$ cat config.mk
export PLATFORM = sky130hd
export DESIGN_NAME = qbpg_lerp
export DESIGN_NICKNAME = d
export VERILOG_FILES = /design/src/qbpg_pkg.sv /design/src/qbpg_lerp.sv
export SDC_FILE = /design/constraint.sdc
export NUM_CORES = 2
export LEC_CHECK = 0
export ABC_AREA = 1
export BUFFER_PORTS_ARGS = -buffer_cell sky130_fd_sc_hd__buf_4
export CAP_MARGIN = 20
export CORE_ASPECT_RATIO = 1.2
export CORE_MARGIN = 3
export CORE_UTILIZATION = 65
export DETAILED_ROUTE_END_ITERATION = 10
export PLACE_DENSITY = 0.81
export SLEW_MARGIN = 5
export SYNTH_ARGS = -nofsm -noshare
export SYNTH_HDL_FRONTEND = slang
export SYNTH_SLANG_ARGS = --single-unit
$ cat constraint.sdc
create_clock -name clk -period 7.9 [get_ports clk]
set_clock_uncertainty 0.2 [all_clocks]
set_input_delay 0.395 -clock clk [delete_from_list [all_inputs] [get_ports clk]]
set_output_delay 0.395 -clock clk [all_outputs]
set_load 0.02 [all_outputs]
$ cat src/qbpg_pkg.sv
`timescale 1ns / 1ps
`default_nettype none
// ----------------------------------------------------------------------------
// qbpg_pkg: shared types and constants of the quadratic Bezier point generator
// Coordinate and count widths, and the parameter defaults of the top level.
// ----------------------------------------------------------------------------
package qbpg_pkg;

    localparam int COORD_W          = 32;
    localparam int SEG_W            = 6;
    localparam int DEF_MAX_SEGMENTS = 63;
    localparam int DEF_FRAC_BITS    = 16;

    typedef logic signed [COORD_W-1:0] coord_t;
    typedef logic [SEG_W-1:0]          seg_t;

endpackage : qbpg_pkg
`default_nettype wire

$ cat src/qbpg_lerp.sv
`timescale 1ns / 1ps
`default_nettype none
// ----------------------------------------------------------------------------
// qbpg_lerp: shared linear interpolation unit
// Computes p + floor((q - p) * t / 2^FRAC_BITS), wrapped to 32 bits, in
// three steps: difference, multiply, shift and add.
// ----------------------------------------------------------------------------
module qbpg_lerp
    import qbpg_pkg::*;
#(
    parameter int FRAC_BITS = DEF_FRAC_BITS
)
(
    input  wire logic                 clk,
    input  wire logic                 rst_n,
    input  wire logic                 start,
    input  wire coord_t               p,
    input  wire coord_t               q,
    input  wire logic [FRAC_BITS-1:0] t,
    output logic                      done,
    output coord_t                    result
);

    localparam int DIFF_W = COORD_W + 1;
    localparam int PROD_W = DIFF_W + FRAC_BITS + 1;

    typedef enum logic [1:0] {
        ST_IDLE,
        ST_MUL,
        ST_ADD
    } lerp_state_t;

    lerp_state_t              state_reg;
    lerp_state_t              state_next;
    logic                     done_reg;
    logic                     done_next;
    logic signed [DIFF_W-1:0] diff_reg;
    logic signed [PROD_W-1:0] prod_reg;
    coord_t                   p_reg;
    logic [FRAC_BITS-1:0]     t_reg;
    coord_t                   result_reg;

    always_comb
    begin
        state_next = state_reg;
        done_next  = 1'b0;
        case (state_reg)
            ST_IDLE:
            begin
                if (start)
                begin
                    state_next = ST_MUL;
                end
            end
            ST_MUL:
            begin
                state_next = ST_ADD;
            end
            ST_ADD:
            begin
                state_next = ST_IDLE;
                done_next  = 1'b1;
            end
            default:
            begin
                state_next = ST_IDLE;
            end
        endcase
    end

    always_ff @(posedge clk or negedge rst_n)
    begin
        if (!rst_n)
        begin
            state_reg <= ST_IDLE;
            done_reg  <= 1'b0;
        end
        else
        begin
            state_reg <= state_next;
            done_reg  <= done_next;
        end
    end

    always_ff @(posedge clk)
    begin
        if (state_reg == ST_IDLE && start)
        begin
            diff_reg <= $signed({q[COORD_W-1], q}) - $signed({p[COORD_W-1], p});
            p_reg    <= p;
            t_reg    <= t;
        end
        if (state_reg == ST_MUL)
        begin
            prod_reg <= diff_reg * $signed({1'b0, t_reg});
        end
        // arithmetic shift right floors; keep the low word only
        if (state_reg == ST_ADD)
        begin
            result_reg <= p_reg + prod_reg[FRAC_BITS+COORD_W-1:FRAC_BITS];
        end
    end

    assign done   = done_reg;
    assign result = result_reg;

endmodule : qbpg_lerp
`default_nettype wire

==> results.md <==
- DRT Pass-1 Iters: 6
- Seq/Total Area, Yosys: between 15 and 20%
- Synthesized instance count: about 3600
- IO buf count: roughly 120
- Warnings, synthesis: 0
- Reg2reg path depth: 19
- RD Place Congestion: 1.030
- Via density: roughly 5.5
- Pin count of the biggest net entering global routing: 70
- HPWL after detailed placement: 62.77 mm
- Total global-route track usage: 35.14%
- Rows: between 80 and 90
- Max incr delay on CP: between 0.7 and 0.8 ns
- Fill count: 3341
- Sink Count: approximately 150
- Crit path DAT: approximately 6.8 ns
- Worst setup path class: reg2reg
- Cts hold-fix bufs: approximately 50
- GR Layer Usage met1: between 40% and 50%
- Type of the worst min-delay path: in2reg
- Synth Area per Inst: a little under 8 um2
- Worst-Margin Slew: 1.076 ns
- CTS tree: done
- Post-Syn Area: roughly 28000 um2
- Max-cap viol count: 0
- I/O pins: about 120
- Final nets: 4400
- Wire length per cell: around 19 um
- CP Launch Type: register
- Clock root cell: clkbuf_16
- GR Layer Usage met2: around 60%
- Post-Syn Nets: 4317
- Fmax: around 0.15 GHz
- Post-Route Setup TNS: 0 ns
- Die height: 233.7 um
- FFs w/ async S/R, synth: slightly above 2%
- Worst reg2reg setup slack: 1.13 ns
- Status: complete, no violations
- Initial DRC Count: roughly 1800
- Critical Path Fanout Max: 16
- Share of layout cells above drive strength 1: 7.369%
- Hold Path Depth: 2
- Hold WS: 0.02524 ns
- Min Tclk post-route: about 6.8 ns
- Core area: 42270 um2
- Reg2Reg Capture Point: prod_reg[46]
- Vias: ~23000
- Clock slew at reported path FFs: around 0.07 ns
- Area of the multi-input gates: slightly below 20000 um2
- Number of synthesized flops with an enable pin: about 150
- Ant. Diodes: 0
- PostCTS Resize Cnt: 0
- RSZ-0062 raised after global routing: no
- Max_slew headroom: about 28%
- Busiest grt layer: met2
- Vias in the first global route: about 24000
- CP Capture Type: register
- Required time of the worst setup path: 7.90 ns
- Syn-to-layout area delta: 8.615%
- Final period utilization: between 80% and 90%
- Slowest CP cell: edfxtp_1
- Detail Route Antenna Nets: 0
- Launching point of the worst reg2reg path: diff_reg[32]
- Clock latency on the worst-skew pair: 0.45 ns
- # DRC: 0
- Largest register FFs: 33
- Htree depth: 4
- Die Wd: around 200 um
- Critical path cell sequence: nand2_1 -> fa_1 -> fa_1 -> inv_1 -> fa_1 -> fa_1 -> inv_1 -> fa_1 -> inv_1 -> fa_1 -> ha_1 -> inv_2 -> nor3_1 -> and2_1 -> nand2_1 -> nor3_2 -> nand2_1 -> nand4_1 -> nand2_1
- Hold Crit Start: start
- Post-Route WL: slightly below 80 mm
- Met3 Use GR: between 4 and 5%
- #FFs+latches synth: 148
- Count of pins over their slew limit: 0
- WP buf/inv: 4
- Total global routing overflow: 0
- Clk buf depth: 2
- CP most frequent cell: fa_1
- Register Area: 4429 um2
- Initial Utilization: around 66%
- Endpoints failing setup: 0
- Top_reg_cell synth: edfxtp_1
- Post-synth cell types: between 40 and 50
- TritonCTS Buffers: 17
- Hold Fails Final Rpt: 0
- Post-CTS setup buffer count: 0
- Hold endpoint: state_reg[0]
- Initial antenna violation count: 0
- First-pass GRT wire length: around 120 mm
- CP delay by family, top: adder cells
- DIE AREA: 45750 um2
-- layout make-up --
class	instances	area share [%]
multi-input cells	2271	63.44
flip-flops and latches	148	14.52
inverters	1024	12.60
repair buffers	189	5.184
well taps	546	2.239
clock buffers	17	1.394
clock inverters	15	0.6275
-- synth_stat cells, drive strengths merged (29+ instances only) --
master,count,area share (%)
a21oi,118,2.1
clkbuf,123,1.6
edfxtp,145,16
fa,491,35
ha,175,7.8
inv,1020,14
nand2,998,14
nand3,75,1.4
nand4,29,0.65
nor2,157,2.3
o21ai,65,1.3
xor2,52,1.7
-- how the worst max path moves through the flow --
stage | start | end | slack [ns] | depth (start not counted)
global route | diff_reg[32] | prod_reg[46] | 0.88 | 19
CTS | t_reg[5] | prod_reg[46] | 1.05 | 19
detailed placement | t_reg[5] | prod_reg[46] | 1.11 | 19
floorplan | state_reg[1] | diff_reg[0] | 0.74 | 1
finish | diff_reg[32] | prod_reg[46] | 1.13 | 19
global placement | t_reg[6] | prod_reg[46] | 1.04 | 19
-- worst register-to-register path: stages, from the launching register on --
cell and delay, ns:
edfxtp_1 0.75, nand2_1 0.29, fa_1 0.71, fa_1 0.76
inv_1 0.20, fa_1 0.43, fa_1 0.56, inv_1 0.07
fa_1 0.55, inv_1 0.06, fa_1 0.44, ha_1 0.41
inv_2 0.07, nor3_1 0.26, and2_1 0.23, nand2_1 0.13
nor3_2 0.13, nand2_1 0.12, nand4_1 0.10, nand2_1 0.05
-- kinds of logic (layout without fill, tap and decap cells) --
family	after synthesis	after routing	synth area share [%]
AND/OR/NAND/NOR	1294	1294	18.88
buffers and inverters	1149	1245	15.36
adder cells (fa/ha/maj)	666	666	42.79
AO/OA/AOI/OAI	241	241	4.962
flip-flops	148	148	15.77
XOR/XNOR	70	70	2.236
-- placed cells by master (no fill, tap or decap), drive strengths merged --
cell         Yosys  routed
xnor2           18      18
inv           1020    1027
o21bai          24      24
nand4           29      29
o211ai           1       1
nor4             4       4
o21ai           65      65
nand3b           4       4
and3             2       2
a21boi           9       9
bufinv           0       2
or2              1       1
edfxtp         145     145
nor3b            2       2
buf              2     140
and2             1       1
nand3           75      75
a31oi            7       7
nor3            21      21
a21oi          118     118
clkbuf         123      17
nand2          998     998
fa             491     491
clkinvlp         0       2
nor2           157     157
clkinv           4       8
dlygate4sd3      0      49
dfrtp            3       3
ha             175     175
xor2            52      52
a31o             1       1
a21o             9       9
o21a             7       7
-- through the flow --
stage	cell area (um2)	cells	worst slack [ns]	utilization [%]
after CTS	30480	4209	1.055	72.11
after global routing	30510	4210	0.8754	72.17
after floorplan	28090	3568	0.7361	-
after global placement	29350	4127	1.040	69.42
final	30510	4210	1.131	72.17
after detailed placement	29370	4128	1.110	69.49
-- layer usage --
| metal | share of wire (%) | routed length [um] |
|---|---|---|
| met5 | 0 | 0 |
| met4 | 5.3 | 4110 |
| met3 | 7.5 | 5885 |
| met2 | 50 | 39270 |
| met1 | 37 | 28860 |
Power is left out: the tool's default activity adds up to more than one toggle a clock period on the data nets, which glitch-free logic cannot reach.
