`src/qbpg_pkg.sv`:
```
`timescale 1ns / 1ps
`default_nettype none
// ----------------------------------------------------------------------------
// qbpg_pkg: shared types and constants of the quadratic Bezier point generator
// Coordinate and count widths, and the parameter defaults of the top level.
// ----------------------------------------------------------------------------
package qbpg_pkg;

    localparam int COORD_W          = 32;
    localparam int SEG_W            = 6;
    localparam int DEF_MAX_SEGMENTS = 63;
    localparam int DEF_FRAC_BITS    = 16;

    typedef logic signed [COORD_W-1:0] coord_t;
    typedef logic [SEG_W-1:0]          seg_t;

endpackage : qbpg_pkg
`default_nettype wire

```
`src/qbpg_tdiv.sv`:
```
`timescale 1ns / 1ps
`default_nettype none
// ----------------------------------------------------------------------------
// qbpg_tdiv: bit-serial divider for the curve parameter
// Forms t = floor(i * 2^FRAC_BITS / n) for i < n, one quotient bit a cycle.
// ----------------------------------------------------------------------------
module qbpg_tdiv
    import qbpg_pkg::*;
#(
    parameter int FRAC_BITS = DEF_FRAC_BITS
)
(
    input  wire logic                 clk,
    input  wire logic                 rst_n,
    input  wire logic                 start,
    input  wire seg_t                 dividend,
    input  wire seg_t                 divisor,
    output logic                      done,
    output logic [FRAC_BITS-1:0]      quot
);

    localparam int CNT_W = $clog2(FRAC_BITS + 1);

    logic [CNT_W-1:0]     cnt_reg;
    logic [CNT_W-1:0]     cnt_next;
    logic                 busy_reg;
    logic                 busy_next;
    logic                 done_reg;
    logic                 done_next;
    seg_t                 rem_reg;
    seg_t                 rem_next;
    logic [FRAC_BITS-1:0] quot_reg;
    logic [FRAC_BITS-1:0] quot_next;
    logic [SEG_W:0]       shifted;
    logic [SEG_W:0]       trial;
    logic                 fits;

    // remainder stays below the divisor, so doubling needs one extra bit
    assign shifted = {rem_reg, 1'b0};
    assign trial   = shifted - {1'b0, divisor};
    assign fits    = (shifted >= {1'b0, divisor});

    always_comb
    begin
        cnt_next  = cnt_reg;
        busy_next = busy_reg;
        done_next = 1'b0;
        rem_next  = rem_reg;
        quot_next = quot_reg;
        if (start)
        begin
            cnt_next  = CNT_W'(FRAC_BITS);
            busy_next = 1'b1;
            rem_next  = dividend;
            quot_next = '0;
        end
        else if (busy_reg)
        begin
            rem_next  = fits ? trial[SEG_W-1:0] : shifted[SEG_W-1:0];
            quot_next = {quot_reg[FRAC_BITS-2:0], fits};
            cnt_next  = cnt_reg - 1'b1;
            if (cnt_reg == CNT_W'(1))
            begin
                busy_next = 1'b0;
                done_next = 1'b1;
            end
        end
    end

    always_ff @(posedge clk or negedge rst_n)
    begin
        if (!rst_n)
        begin
            cnt_reg  <= '0;
            busy_reg <= 1'b0;
            done_reg <= 1'b0;
        end
        else
        begin
            cnt_reg  <= cnt_next;
            busy_reg <= busy_next;
            done_reg <= done_next;
        end
    end

    always_ff @(posedge clk)
    begin
        rem_reg  <= rem_next;
        quot_reg <= quot_next;
    end

    assign done = done_reg;
    assign quot = quot_reg;

endmodule : qbpg_tdiv
`default_nettype wire

```
`config.mk`:
```
export PLATFORM = sky130hd
export DESIGN_NAME = qbpg_tdiv
export DESIGN_NICKNAME = d
export VERILOG_FILES = /design/src/qbpg_pkg.sv /design/src/qbpg_tdiv.sv
export SDC_FILE = /design/constraint.sdc
export NUM_CORES = 1
export LEC_CHECK = 0
export BUFFER_PORTS_ARGS = -buffer_cell sky130_fd_sc_hd__buf_2
export CAP_MARGIN = 20
export CORE_MARGIN = 2
export CORE_UTILIZATION = 48
export CTS_CLUSTER_DIAMETER = 200
export CTS_CLUSTER_SIZE = 30
export DETAILED_ROUTE_END_ITERATION = 8
export PLACE_DENSITY_LB_ADDON = 0.15
export RECOVER_POWER = 25
export SKIP_CTS_REPAIR_TIMING = 1
export SLEW_MARGIN = 25
export SYNTH_ARGS = -nofsm -noshare
export SYNTH_HDL_FRONTEND = slang
export SYNTH_SLANG_ARGS = --single-unit
```
`constraint.sdc`:
```
create_clock -name clk -period 2.2 [get_ports clk]
set_input_delay 0.22 -clock clk [delete_from_list [all_inputs] [get_ports clk]]
set_output_delay 0.22 -clock clk [all_outputs]
set_load 0.05 [all_outputs]
```
==> flow_metrics.env, run 1 <==
export IMPL_grt_pass1_wl_microns=4602
export IMPL_clockBufferDepth=2
export IMPL_drt_wl_total_microns=2736
export IMPL_yosys_area_share_adder_pct=8.177
export IMPL_clk_pin_slew_worst_paths_ps=100
export IMPL_drive_gt1_share_pct=31.69
export IMPL_finalCritPeriodShare_pct=94.02
export IMPL_floorplan_initialDensity_pct=49.33
export IMPL_largest_register_ffs=16
export IMPL_cts_tree="yes"
export IMPL_cpPeakStageDelay_ps=440
export IMPL_drc=0
export IMPL_hpwl_microns=1971
export IMPL_cts_buffers=5
export IMPL_yosysTopAreaCell="dfxtp_1"
export IMPL_grt_max_degree=39
export IMPL_finalNetCount=206
export IMPL_vias=1116
export IMPL_synthCells=143
export IMPL_final_common_cell="buf_2"
export IMPL_netlist_cell_type_count=34
export IMPL_crit_chain="ha_4 -> a21oi_2 -> nand2_2 -> a2111oi_4 -> buf_4 -> nor3_1 -> a221o_2"
export IMPL_timing_final_ws_setup_ps=131.5
export IMPL_layout_common_cells="buf_2, nor2_1, mux2i_1"
export IMPL_path_max_fanout=7
export IMPL_syn_area_sq_um=1469
export IMPL_io_buffers=31
export IMPL_syn_area_per_cell_sq_um=10.27
export IMPL_relSlewSlack_pct=57.23
export IMPL_postRouteAntennaNets=0
export IMPL_place_ws_ps=-48.27
export IMPL_crit_path_end_kind="flop"
export IMPL_final_util_pct=61.26
export IMPL_maxCapViolations=0
export IMPL_grt_pass1_vias=1077
export IMPL_clock_fmax_mhz=483.4
export IMPL_startpoint="rem_reg[3]"
export IMPL_min_from="dividend[0]"
export IMPL_skew_ps=9.244
export IMPL_rows=20
export IMPL_rsz0062_at_grt="false"
export IMPL_power_density_nw_per_um2=1092
export IMPL_synth_top_cell_area_share_pct=21.81
export IMPL_core_area_sq_um=2978
export IMPL_yosysWarnings=0
export IMPL_crit_arrival_ps=2150
export IMPL_path_buf_inv=1
export IMPL_synth_top_family_by_area="simple AND/OR/NAND/NOR gates"
export IMPL_fp_dieH_microns=59.32
export IMPL_first_pass_iters=4
export IMPL_dieArea_sq_um=3519
export IMPL_crit_type="flop to flop"
export IMPL_area_growth_pct=24.19
export IMPL_worst_hold_slack_ps=185.9
export IMPL_critPathTopFamily="compound AO/OA/AOI/OAI gates"
export IMPL_placed_cells=207
export IMPL_hold_path_class="input port to flop"
export IMPL_gp_congestion=0.7850
export IMPL_status="finished, final reports clean"
export IMPL_drt_iter0_drc=27
export IMPL_syn_nets=167
export IMPL_tightest_slew_ps=641.5
export IMPL_fin_crit_ps=2068
export IMPL_synthMuxAreaShare_pct=12.35
export IMPL_irDropWorstVdd_mv=0.4855
export IMPL_cts_root_buf="clkbuf_4"
export IMPL_post_drt_wl_per_cell_microns=12.67
export IMPL_h_tree_depth=2
export IMPL_finalSetupViolations=0
export IMPL_worstPathRequired_ps=2290
export IMPL_synth_simple_area_share_pct=15.67
export IMPL_clock_latency_ps=320
export IMPL_start_kind="flop"
export IMPL_final_hold_violation_count=0
export IMPL_finalMaxSlewViolations=0
export IMPL_cts_sinks=29
export IMPL_ys_seq_elements=29
export IMPL_power_leakage_uw=0.0009175
export IMPL_worst_r2r_setup_slack_ps=130
export IMPL_chipWidth_microns=59.32
export IMPL_instances_no_fill=216
export IMPL_r2r_start="rem_reg[3]"
export IMPL_grt_antenna_before_repair=0
export IMPL_overflow=0
export IMPL_ioPinCount=32
export IMPL_synthXorXnorAreaFrac_pct=4.174
export IMPL_insertedDiodeCount=0
export IMPL_gr_usage_all_layers_pct=17.80
export IMPL_seq_area_frac_synth_pct=46.00
export IMPL_slowest_stage="edfxtp_1"
export IMPL_synth_compound_area_share_pct=9.540
export IMPL_synth_area_leaders="dfxtp_1, edfxtp_1, dfrtp_1"
export IMPL_via_per_inst=5.167
## layer usage
metal  global-route usage (%)  wire [microns]
met1                    20.58            1227
met2                    29.98            1323
met3                    5.022             136
met4                    8.766              49
met5                        0               0
## layout make-up
cell class | instances | area [sq um]
inverters | 9 | 33.78
clock buffers | 8 | 80.08
flip-flops and latches | 29 | 675.6
fillers | 251 | 1154
repair buffers | 39 | 214.0
multi-input cells | 98 | 779.5
well taps | 33 | 41.29
## cell usage after synthesis
cell type	instances
a221o_2	3
a21oi_1	5
and3_2	1
mux2_2	1
nand2_2	1
nand2b_1	4
clkbuf_1	5
nor2b_1	3
nor4b_1	1
a21o_1	1
nor3b_1	1
nor3_1	4
nand2_1	2
mux2i_1	17
dfrtp_1	7
xor2_1	2
nand3_1	1
buf_1	2
a31oi_1	1
fa_1	1
edfxtp_1	6
o31ai_1	1
a22o_1	1
inv_1	9
xnor2_1	5
ha_1	8
a21oi_2	1
a2111oi_4	1
nand4_1	1
dfxtp_1	16
or2_2	1
or4b_2	1
nor2_1	27
a211oi_1	2
## worst min-delay path, delay by kind of cell
family | cells | cell delay, ps
buf+inv | 1 | 70
compound gates | 1 | 60
simple gates | 1 | 40
## path summary, 6_finish.rpt
kind	endpoint	depth (start not counted)
min reg2reg	quot[15]	2
max	rem_reg[2]	7
max in group asynchronous	busy_reg	2
min in group asynchronous	cnt_reg[2]	2
min	rem_reg[0]	3
max reg2reg	rem_reg[2]	7
## kinds of logic after synthesis
logic type / count (synthesis)
adder cells (fa/ha/maj): 9
flip-flops: 29
AND/OR/NAND/NOR: 48
multiplexers: 18
buffers and inverters: 16
XOR/XNOR: 7
AO/OA/AOI/OAI: 16
## metrics by stage
stage	cell area [sq um]	power, uW	setup TNS [ps]
final	1824	1991	0
after global routing	1824	2125	0
after CTS	1772	1947	-152.0
after detailed placement	1692	1532	-106.9
after global placement	1692	1503	0
after floorplan	1469	1321	0
## where the power goes
| group | switching, uW | internal (uW) |
|---|---|---|
| sequential | 96.2 | 664 |
| clock | 183 | 226 |
| combinational | 409 | 413 |
Power figures use the tool's default switching activity.
==> run 2, diff against run 1 <==
Settings changed: CORE_ASPECT_RATIO set to 1.75.
==> run 2 against run 1 <==
  * Total power rose by 2.2%
  * Cell count fell by 1.9%
  * Global-route usage rose by 1.9 points
  * Non-clock buffer count rose by 1
  * Clock-buffer cell count fell by 3
  * Flip-flop and latch count did not move
  * Critical path type unchanged
==> flow_metrics.env, run 2 (synthesis results as in run 1) <==
export IMPL_status="finished, final reports clean"
export IMPL_final_util_pct=62.52
export IMPL_stdcell_area_sq_um=1831
export IMPL_fp_dieH_microns=77.18
export IMPL_chipWidth_microns=45.82
export IMPL_vias=1125
export IMPL_fin_crit_ps=2100
export IMPL_clock_latency_ps=280
export IMPL_hold_path_class="input port to flop"
export IMPL_ioPinCount=32
export IMPL_overflow=0
export IMPL_drive_gt1_share_pct=32.07
export IMPL_placed_cells=202
export IMPL_finalNetCount=207
export IMPL_floorplan_initialDensity_pct=50.17
export IMPL_tightest_slew_ps=612.2
export IMPL_drt_iter0_drc=13
export IMPL_power_leakage_uw=0.0009184
export IMPL_core_area_sq_um=2928
export IMPL_gp_congestion=0.7413
export IMPL_drc=0
export IMPL_finalCritPeriodShare_pct=95.43
export IMPL_cts_root_buf="clkbuf_8"
export IMPL_worst_hold_slack_ps=217.6
export IMPL_maxCapViolations=0
export IMPL_clockBufferDepth=2
export IMPL_power_density_nw_per_um2=1112
export IMPL_postPlaceCellArea_sq_um=1685
export IMPL_post_drt_wl_per_cell_microns=14.08
export IMPL_drt_wl_total_microns=2984
export IMPL_skew_ps=4.545
export IMPL_instances_no_fill=212
export IMPL_io_buffers=31
export IMPL_start_kind="flop"
export IMPL_final_hold_violation_count=0
export IMPL_largest_register_ffs=16
export IMPL_dieArea_sq_um=3536
export IMPL_grt_pass1_vias=1104
export IMPL_h_tree_depth=2
export IMPL_worstPathRequired_ps=2230
export IMPL_grt_max_degree=39
export IMPL_path_max_fanout=7
export IMPL_final_common_cell="buf_2"
export IMPL_grt_antenna_before_repair=0
export IMPL_place_ws_ps=-49.48
export IMPL_relSlewSlack_pct=59.19
export IMPL_cts_buffers=5
export IMPL_crit_arrival_ps=2130
export IMPL_postRouteAntennaNets=0
export IMPL_rows=26
export IMPL_rsz0062_at_grt="false"
export IMPL_finalSetupViolations=0
export IMPL_clk_pin_slew_worst_paths_ps=60
export IMPL_gr_usage_all_layers_pct=19.66
export IMPL_area_growth_pct=24.62
export IMPL_cts_tree="yes"
export IMPL_insertedDiodeCount=0
export IMPL_first_pass_iters=4
export IMPL_grt_pass1_wl_microns=4899
export IMPL_hpwl_microns=2216
export IMPL_timing_final_ws_setup_ps=100.4
export IMPL_crit_path_end_kind="flop"
export IMPL_irDropWorstVdd_mv=0.6639
export IMPL_cts_sinks=29
export IMPL_layout_common_cells="buf_2, nor2_1, mux2i_1"
export IMPL_crit_type="flop to flop"
export IMPL_finalMaxSlewViolations=0
export IMPL_clock_fmax_mhz=476.3
export IMPL_via_per_inst=5.307
==> run 2: worst max-delay path, cell delays in order (launching register included) <==
cell,delay [ps]
edfxtp_1,430
ha_4,260
a21oi_2,130
nand2_2,100
a2111oi_4,340
buf_4,200
nor3_1,60
a221o_2,320
==> run 2: metrics by stage <==
stage               setup TNS (ps)  total power (uW)
finish                           0              2035
global route                     0              2168
CTS                         -213.2              1989
detailed placement          -146.1              1558
global placement                 0              1537
floorplan                        0              1321
==> run 2: final timing paths <==
kind | cells past startpoint | startpoint | endpoint | slack, ps
max | 7 | rem_reg[3] | rem_reg[2] | 100
min in group asynchronous | 2 | rst_n | cnt_reg[3] | 380
max in group asynchronous | 2 | rst_n | cnt_reg[2] | 1550
min | 3 | dividend[0] | rem_reg[0] | 220
max reg2reg | 7 | rem_reg[3] | rem_reg[2] | 100
min reg2reg | 2 | quot[0] | quot[0] | 520
==> run 2: metal layers <==
| metal | share of wire (%) | up-vias | GRT usage [%] |
|---|---|---|---|
| met5 | 0 | - | 0 |
| met2 | 54 | 32 | 34.23 |
| met1 | 39 | 516 | 20.09 |
| met4 | 2.7 | 0 | 10.29 |
| li1 | - | 570 | - |
| met3 | 3.6 | 7 | 4.941 |
==> run 2: layout make-up <==
class | count | area [sq um]
fillers | 252 | 1097
multi-input cells | 98 | 779.5
flip-flops and latches | 29 | 675.6
repair buffers | 40 | 220.2
clock buffers | 5 | 68.82
well taps | 28 | 35.03
inverters | 9 | 33.78
clock inverters | 3 | 17.52
==> run 2: where the power goes <==
group          switching [uW]  internal, uW  leakage [uW]  total (uW)
clock network             199           217     0.0000439         416
registers                 101           665      0.000279         767
logic                     426           426      0.000596         852
==> run 3, diff against run 2 <==
Settings changed: RECOVER_POWER 25 to unset.
==> run 3 against run 2 <==
  * Critical endpoint unchanged
  * Die area unchanged
  * Wire length hardly changed
  * Clock power about the same
  * Clock skew about the same
==> flow_metrics.env, run 3 (synthesis results as in run 1) <==
export IMPL_grt_max_degree=39
export IMPL_maxCapViolations=0
export IMPL_hpwl_microns=2216
export IMPL_cts_root_buf="clkbuf_8"
export IMPL_rows=26
export IMPL_start_kind="flop"
export IMPL_dieArea_sq_um=3536
export IMPL_relSlewSlack_pct=59.15
export IMPL_fin_crit_ps=2099
export IMPL_fp_dieH_microns=77.18
export IMPL_clock_fmax_mhz=476.3
export IMPL_chipWidth_microns=45.82
export IMPL_via_per_inst=5.311
export IMPL_power_density_nw_per_um2=1109
export IMPL_cts_sinks=29
export IMPL_crit_path_end_kind="flop"
export IMPL_stdcell_area_sq_um=1836
export IMPL_cts_buffers=5
export IMPL_core_area_sq_um=2928
export IMPL_hold_path_class="input port to flop"
export IMPL_largest_register_ffs=16
export IMPL_crit_type="flop to flop"
export IMPL_clockBufferDepth=2
export IMPL_finalSetupViolations=0
export IMPL_worstPathRequired_ps=2230
export IMPL_finalMaxSlewViolations=0
export IMPL_floorplan_initialDensity_pct=50.17
export IMPL_tightest_slew_ps=612.7
export IMPL_area_growth_pct=24.96
export IMPL_post_drt_wl_per_cell_microns=14.07
export IMPL_crit_arrival_ps=2130
export IMPL_layout_common_cells="buf_2, nor2_1, mux2i_1"
export IMPL_path_max_fanout=7
export IMPL_drt_wl_total_microns=2983
export IMPL_postPlaceCellArea_sq_um=1685
export IMPL_gr_usage_all_layers_pct=19.66
export IMPL_clk_pin_slew_worst_paths_ps=60
export IMPL_vias=1126
export IMPL_grt_pass1_vias=1104
export IMPL_finalCritPeriodShare_pct=95.43
export IMPL_h_tree_depth=2
export IMPL_rsz0062_at_grt="false"
export IMPL_skew_ps=4.393
export IMPL_irDropWorstVdd_mv=0.6630
export IMPL_final_hold_violation_count=0
export IMPL_first_pass_iters=4
export IMPL_drc=0
export IMPL_grt_pass1_wl_microns=4899
export IMPL_ioPinCount=32
export IMPL_status="finished, final reports clean"
export IMPL_postRouteAntennaNets=0
export IMPL_finalNetCount=207
export IMPL_insertedDiodeCount=0
export IMPL_overflow=0
export IMPL_cts_tree="yes"
export IMPL_setup_tns_final_ps=0
export IMPL_clock_latency_ps=280
export IMPL_io_buffers=31
export IMPL_drt_iter0_drc=13
export IMPL_final_common_cell="buf_2"
export IMPL_grt_antenna_before_repair=0
export IMPL_power_leakage_uw=0.0009344
export IMPL_drive_gt1_share_pct=34.24
export IMPL_gp_congestion=0.7413
run 3: worst paths after layout:
check	end	slack, ps	start	cells after the start
min in group asynchronous	cnt_reg[3]	310	rst_n	2
worst max register to register	rem_reg[2]	100	rem_reg[3]	7
worst min-delay path	rem_reg[0]	220	dividend[0]	3
worst min register to register	quot[0]	520	quot[0]	2
max in group asynchronous	cnt_reg[2]	1730	rst_n	2
worst max-delay path	rem_reg[2]	100	rem_reg[3]	7
run 3: worst max-delay path, cell delays in order (launching register included):
cell and delay (ps):
edfxtp_1 430, ha_4 260, a21oi_2 130, nand2_2 100, a2111oi_4 340, buf_4 200, nor3_1 60, a221o_2 320
run 3: layer usage:
layer	track usage, %	vias up	part of all wire [%]
met5	0	-	0
met4	10.29	0	2.7
met3	4.941	7	3.7
met2	34.23	32	54
met1	20.09	517	39
li1	-	570	-
run 3: cell type report:
class	count	area (sq um)
fillers	253	1092
multi-input cells	98	779.5
flip-flops and latches	29	675.6
repair buffers	40	225.2
clock buffers	5	68.82
well taps	28	35.03
inverters	9	33.78
clock inverters	3	17.52
run 3: metrics by stage:
stage | total power, uW | setup WS [ps] | hold slack (ps) | instances | utilization (%)
after global placement | 1537 | 15.95 | 55.55 | 202 | 57.56
final | 2036 | 100.5 | 217.5 | 212 | 62.69
after detailed placement | 1558 | -49.48 | 59.43 | 202 | 57.56
after floorplan | 1321 | 0.6610 | -75.59 | 143 | -
after CTS | 1989 | -72.46 | -244.5 | 210 | 60.51
after global routing | 2168 | 31.10 | 237.0 | 212 | 62.69
run 3: power breakdown:
part | leakage (uW) | total, uW | switching (uW) | internal (uW)
clock | 0.0000439 | 416 | 199 | 217
combinational | 0.000612 | 853 | 426 | 427
sequential | 0.000279 | 767 | 101 | 665
